<file path="src/rtl/core/cfft_ram.sv">
// Generic single-write, single-read synchronous RAM with registered read data.
`default_nettype none
module cfft_ram #(
  parameter int Width = 8,
  parameter int Depth = 16
) (
  input  wire logic                     clk_i,
  input  wire logic                     we_i,
  input  wire logic [$clog2(Depth)-1:0] waddr_i,
  input  wire logic [Width-1:0]         wdata_i,
  input  wire logic [$clog2(Depth)-1:0] raddr_i,
  output logic      [Width-1:0]         rdata_o
);

  logic [Width-1:0] mem_q [Depth];

  always_ff @(posedge clk_i) begin
    if (we_i) mem_q[waddr_i] <= wdata_i;
    rdata_o <= mem_q[raddr_i];
  end

endmodule
`default_nettype wire

</file>
<file path="config.mk">
export PLATFORM = sky130hd
export DESIGN_NAME = cfft_ram
export DESIGN_NICKNAME = d
export VERILOG_FILES = /design/src/rtl/core/cfft_ram.sv
export SDC_FILE = /design/constraint.sdc
export NUM_CORES = 1
export LEC_CHECK = 0
export BUFFER_PORTS_ARGS = -buffer_cell sky130_fd_sc_hd__buf_2
export CORE_MARGIN = 2
export CORE_UTILIZATION = 54
export DETAILED_ROUTE_END_ITERATION = 8
export PLACE_DENSITY = 0.74
export SETUP_SLACK_MARGIN = 0.15
export SKIP_CTS_REPAIR_TIMING = 1
export SYNTH_ARGS = -nofsm -noshare
export SYNTH_HDL_FRONTEND = slang
export SYNTH_SLANG_ARGS = --single-unit
</file>
<file path="constraint.sdc">
create_clock -name clk_i -period 1.5 [get_ports clk_i]
set_clock_uncertainty 0.1 [all_clocks]
set_input_delay 0 -clock clk_i [delete_from_list [all_inputs] [get_ports clk_i]]
set_output_delay 0 -clock clk_i [all_outputs]
set_load 0.1 [all_outputs]
</file>
==> implementation parameters, run 1 <==
Parameter                              Value

Synth
  Main combinational cell family by area after synthesis ... multiplexers
  Yosys warning count ... 0
  Most area-hungry cell type in the Yosys netlist ... edfxtp_1
  Post-synth cell types ... 19
  Post-synth net total ... 247
  Arithmetic-cell share of the synthesized area counting full adders, half adders and majority gates ... 0%
  Largest cells by area after synthesis ... edfxtp_1 (75%), mux4_2 (7.9%), mux4_1 (7.1%), dfxtp_1 (3.1%), a22oi_1 (2.3%)
  Synth Area in Compound Gates ... 2.33%
  Simple-gate portion of the synthesized area ... 3.18%
  Average instance area after synthesis ... 22.5 sq um
  Post-synthesis cell area ... 0.00515 sq mm
  Proportion of netlist area held by the largest area contributor ... 74.7%
  XOR/XNOR share of the synthesized area ... 0%
  Post-Synthesis Cells ... 229
  FF+latch count, synth ... 136
  Sequential-to-total area share from yosys stat ... 77.8%
  Multiplexer share of the synthesized area ... 15.0%

Critical path
  CP max FO ... 1
  Worst setup EP type ... register
  Worst EP arrival ... 1.71 ns
  Worst Setup Path Type ... register to register
  Nature of the critical path startpoint ... register
  R2R setup slack ... 0.09 ns
  Data required time of the worst path ... 1.79 ns

CTS
  H-tree Lvls ... 4
  Maximum number of buffers from clock root to sink ... 2
  CTS tree ... done
  Clock Sinks ... 136
  CTS root buffer ... clkbuf_8
  Clock-pin slew on the worst setup and hold paths ... 0.06 ns
  Number of clock buffers inserted by TritonCTS ... 17
  Clock latency on the worst-skew pair ... 0.51 ns

Run
  Max-cap check violation count ... 0

Route
  Iteration count of the initial detailed-routing pass ... 5
  Initial drt markers ... 252
  Number of nets with antenna violations after detailed routing ... 0
  DRC viols ... 0
  Via/cell ratio ... 5.82
  Wire length per cell after detailed routing ... 22.7 microns
  Final wirelength ... 9940 microns
  Overall via count from detail_route ... 2,548

Finish
  Antenna diode count ... 0
  Fill cell total of the finished layout ... 600
  Ratio of cells with drive above 1 in the final layout ... 37.2%
  Layout net count ... 314
  Area growth from synthesis to layout ... 20.6%
  Final core occ ... 67.2%
  Summed area of non-filler cells in the final layout ... 0.00621 sq mm

Floorplan
  # rows ... 35
  Initial core utilization ... 55.7%
  IO Pins ... 26
  Width of the chip ... 102 microns
  Area of the die ... 0.0103 sq mm
  Die height ... 102 microns
  Standard cell core area ... 0.00924 sq mm

GRT
  Overall overflow remaining after global route ... 0
  Pin count of the biggest net entering global routing ... 33
  Wire length of the first global-routing pass ... 14,800 microns
  Antenna violations before repair ... 0
  Vias in the first global route ... 2,423
  GRT Overall Usage ... 20.9%

Timing
  Final-report hold violation count ... 1
  Max frequency ... 707 MHz
  Fin worst setup slack ... 0.0853 ns
  Max-slew violation count ... 0
  Final number of setup-violating endpoints ... 0
  Shortest clock period the worst path allows after layout ... 1.41 ns
  Remaining max-slew budget at the tightest pin ... 35.6%
  Unrepaired setup endpoints after global routing ... true
  Portion of the clock cycle consumed by the worst path in the final layout ... 94.3%
  Total Neg Setup Slack ... 0 ns
  WHS ... -0.0107 ns
  Slew at the pin with the worst max-slew slack ... 0.963 ns

Power
  P_sw ... 1950 uW
  Cell area power density ... 1400 mW/mm^2
  Leakage power ... 0.00209 uW
  Clock share of power ... 43.5%
  Sw Ratio ... 22.4%
  Combinational power share ... 7.3%
  Cell Int Power ... 6730 uW
  Sequential cell fraction of total power ... 49.3%
  Largest voltage drop on the vdd net ... 0.000883 V

Place
  Dpl ws ... -0.0233 ns
  PortBufs ... 25
  Final estimated routing congestion in global placement ... 0.780
  Placement-stage cell area ... 0.00554 sq mm
  HPWL after detailed placement ... 6080 microns

Hold path
  Path class of the lowest-slack min-delay path ... primary input to register

Run status
  Failing checks ... negative hold slack
  Run status ... finished with violations
-- cells by family (layout without fill, tap and decap cells) --
kind of cell	count (synthesis)	in the layout
flip-flops	136	136
multiplexers	32	32
AO/OA/AOI/OAI	16	16
buffers and inverters	10	90
AND/OR/NAND/NOR	35	35
-- registers in the layout (all words and copies together) (netlist names) --
name and cells:
rdata_o 8, mem_q 128
-- area by class of cell --
type                            instances  area (sq um)  area share (%)
Sequential cell                       136          4000            64.5
Timing Repair Buffer                   58           445            7.17
Clock inverter                         12           101            1.63
Multi-Input combinational cell         83          1050            16.9
Clock buffer                           20           445            7.17
Tap cell                              129           161            2.60
-- per-stage QoR --
step / instances / total power, uW
after global routing: 438 / 8930
after global placement: 395 / 4920
after detailed placement: 395 / 4940
final: 438 / 8680
after CTS: 427 / 8670
after floorplan: 229 / 4750
-- Yosys cell counts, drive strengths merged --
master / number
edfxtp: 128
mux4: 32
a22oi: 16
nor2: 13
nand2: 9
dfxtp: 8
buf: 7
nor3: 4
clkdlybuf4s25: 3
nand2b: 2
nand3b: 2
and2: 1
and2b: 1
nand3: 1
nor2b: 1
or3b: 1
-- metal layers --
| metal | wire [microns] | track usage, % | up-vias |
|---|---|---|---|
| met2 | 4780 | 30.1 | 115 |
| met5 | 0 | 0 | - |
| li1 | - | - | 1098 |
| met1 | 4410 | 31.2 | 1321 |
| met3 | 623 | 5.59 | 14 |
| met4 | 125 | 8.11 | 0 |
-- critical path, stage by stage (launching register included) --
cell and delay [ns]:
edfxtp_1 0.36, mux4_2 0.48, a22oi_1 0.28, nand2_1 0.08
-- worst paths after layout --
path / end / cells past startpoint / from
worst min-delay path: rdata_o[3] / 4 / raddr_i[2]
worst min register to register: rdata_o[3] / 3 / mem_q[14][3]
worst max register to register: rdata_o[6] / 3 / mem_q[11][6]
worst max-delay path: rdata_o[6] / 3 / mem_q[11][6]
-- cell usage in the layout, fill, tap and decap left out, types with 2 or more instances in the layout --
master | netlist | final
a22oi_1 | 16 | 10
a22oi_2 | 0 | 6
buf_12 | 0 | 2
buf_2 | 3 | 17
buf_4 | 1 | 20
clkbuf_16 | 0 | 16
clkbuf_4 | 0 | 8
clkbuf_8 | 0 | 3
clkinv_2 | 0 | 5
clkinvlp_4 | 0 | 5
dfxtp_1 | 8 | 8
dlygate4sd3_1 | 0 | 11
edfxtp_1 | 128 | 128
mux4_1 | 14 | 3
mux4_2 | 18 | 29
nand2_1 | 9 | 9
nand2b_1 | 2 | 2
nand3b_1 | 2 | 2
nor2_1 | 13 | 13
nor3_1 | 4 | 3
-- power groups by stage --
stage               Clock (uW)  Sequential, uW  Combinational (uW)
detailed placement           0            4350                 581
floorplan                    0            4530                 216
CTS                       3810            4280                 584
finish                    3770            4280                 630
global route              3980            4280                 664
global placement             0            4350                 569
(Power assumes the default switching activity.)
==> run 2: changes to the inputs <==
Settings changed: CORE_UTILIZATION 54 to 60, PLACE_DENSITY 0.74 to 0.78.
Clock period 1.5 ns to 1.45 ns, I/O delays scaled along.
==> implementation parameters, run 2 (synthesis results as in run 1) <==
Parameter                              Value

Run status
  Run status ... finished with violations
  Failing checks ... negative hold slack

Finish
  Layout net count ... 314
  Largest registers ... mem_q: 128 flops, rdata_o: 8 flops
  Leading cell type in the layout, fill and taps excluded ... edfxtp_1
  Area growth from synthesis to layout ... 21.8%
  Number of flip-flops in the largest register ... 128
  Most flops, register ... mem_q
  Antenna diode count ... 0
  Post-layout instance count excluding filler cells ... 414
  Ratio of cells with drive above 1 in the final layout ... 39.2%
  Commonest cells after routing, fill and taps aside ... edfxtp_1 (128), mux4_2 (28), buf_4 (21)

Floorplan
  Area of the die ... 0.00934 sq mm
  Width of the chip ... 96.6 microns
  IO Pins ... 26
  Initial core utilization ... 62.3%
  Die height ... 96.6 microns
  Standard cell core area ... 0.00826 sq mm
  # rows ... 33

Critical path
  Worst setup EP type ... register
  Nature of the critical path startpoint ... register
  Data required time of the worst path ... 1.76 ns
  Worst EP arrival ... 1.73 ns
  CP max FO ... 1
  Worst Setup Path Type ... register to register

Power
  Largest voltage drop on the vdd net ... 0.00100 V
  Leakage power ... 0.00211 uW
  Cell area power density ... 1470 mW/mm^2

Route
  DRC viols ... 0
  Final wirelength ... 10,400 microns
  Iteration count of the initial detailed-routing pass ... 5
  Initial drt markers ... 269
  Wire length per cell after detailed routing ... 25.1 microns
  Via/cell ratio ... 6.35
  Overall via count from detail_route ... 2,627
  Number of nets with antenna violations after detailed routing ... 0

CTS
  Number of clock buffers inserted by TritonCTS ... 17
  Clock latency on the worst-skew pair ... 0.52 ns
  Clock Sinks ... 136
  Maximum number of buffers from clock root to sink ... 2
  H-tree Lvls ... 4
  Clock-pin slew on the worst setup and hold paths ... 0.06 ns
  CTS tree ... done
  CTS root buffer ... clkbuf_8

Timing
  Remaining max-slew budget at the tightest pin ... 38.7%
  Max frequency ... 704 MHz
  Portion of the clock cycle consumed by the worst path in the final layout ... 97.9%
  WHS ... -0.00817 ns
  Shortest clock period the worst path allows after layout ... 1.42 ns
  Unrepaired setup endpoints after global routing ... true
  Slew at the pin with the worst max-slew slack ... 0.916 ns
  Final-report hold violation count ... 3
  Max-slew violation count ... 0
  Fin worst setup slack ... 0.0299 ns
  Final number of setup-violating endpoints ... 0

Place
  PortBufs ... 25
  HPWL after detailed placement ... 6160 microns
  Cell Count Post-Placement ... 371
  Final estimated routing congestion in global placement ... 0.718
  Dpl ws ... -0.0626 ns

GRT
  Pin count of the biggest net entering global routing ... 20
  Wire length of the first global-routing pass ... 16,000 microns
  Vias in the first global route ... 2,629
  Antenna violations before repair ... 0
  GRT Overall Usage ... 24.2%
  Overall overflow remaining after global route ... 0

Run
  Max-cap check violation count ... 0

Hold path
  Path class of the lowest-slack min-delay path ... primary input to register
[run 2: cell types whose count changed in the layout (fill, tap and decap cells not counted), moves of 3 or more]
cell	change
buf_6	+3
a22oi_2	+6
clkinv_4	+3
clkinv_2	-3
a22oi_1	-6
clkbuf_4	-5
[run 2: cell type report]
cell class                 instances  area (sq um)
multi-input combinational         83          1080
timing repair buffer              58           469
fill                             444          1990
clock buffer                      18           428
clock inverter                    14           150
sequential                       136          4000
tap                              105           131
[run 2: worst paths after layout]
path / from / endpoint / slack [ns] / cells past startpoint
max: mem_q[2][0] / rdata_o[0] / 0.03 / 3
min: raddr_i[2] / rdata_o[4] / -0.008 / 5
max reg2reg: mem_q[2][0] / rdata_o[0] / 0.03 / 3
min reg2reg: mem_q[12][2] / rdata_o[2] / 0.57 / 3
[run 2: critical path, stage by stage, from the launching register on]
cell      delay, ns
edfxtp_1       0.42
mux4_2         0.52
a22oi_2        0.21
nand2_1        0.07
[run 2: stage by stage]
step | cell area (sq um) | utilization (%) | power (uW) | setup TNS (ns)
after global routing | 6270 | 75.9 | 9470 | 0
after CTS | 6100 | 73.9 | 9190 | -0.0521
after floorplan | 5150 | - | 4910 | 0
after global placement | 5530 | 66.9 | 5090 | 0
final | 6270 | 75.9 | 9200 | 0
after detailed placement | 5530 | 66.9 | 5110 | -0.126
[run 2: where the power goes]
| part | switching [uW] | leakage (uW) | internal, uW |
|---|---|---|---|
| sequential | 35.9 | 0.00122 | 4400 |
| combinational | 440 | 0.000618 | 240 |
| clock | 1600 | 0.000265 | 2490 |
[run 2: per-layer routing]
layer / track usage [%] / wire [microns]
met5: 0 / 0
met4: 9.21 / 232
met3: 7.80 / 840
met2: 36.8 / 5180
met1: 33.5 / 4160
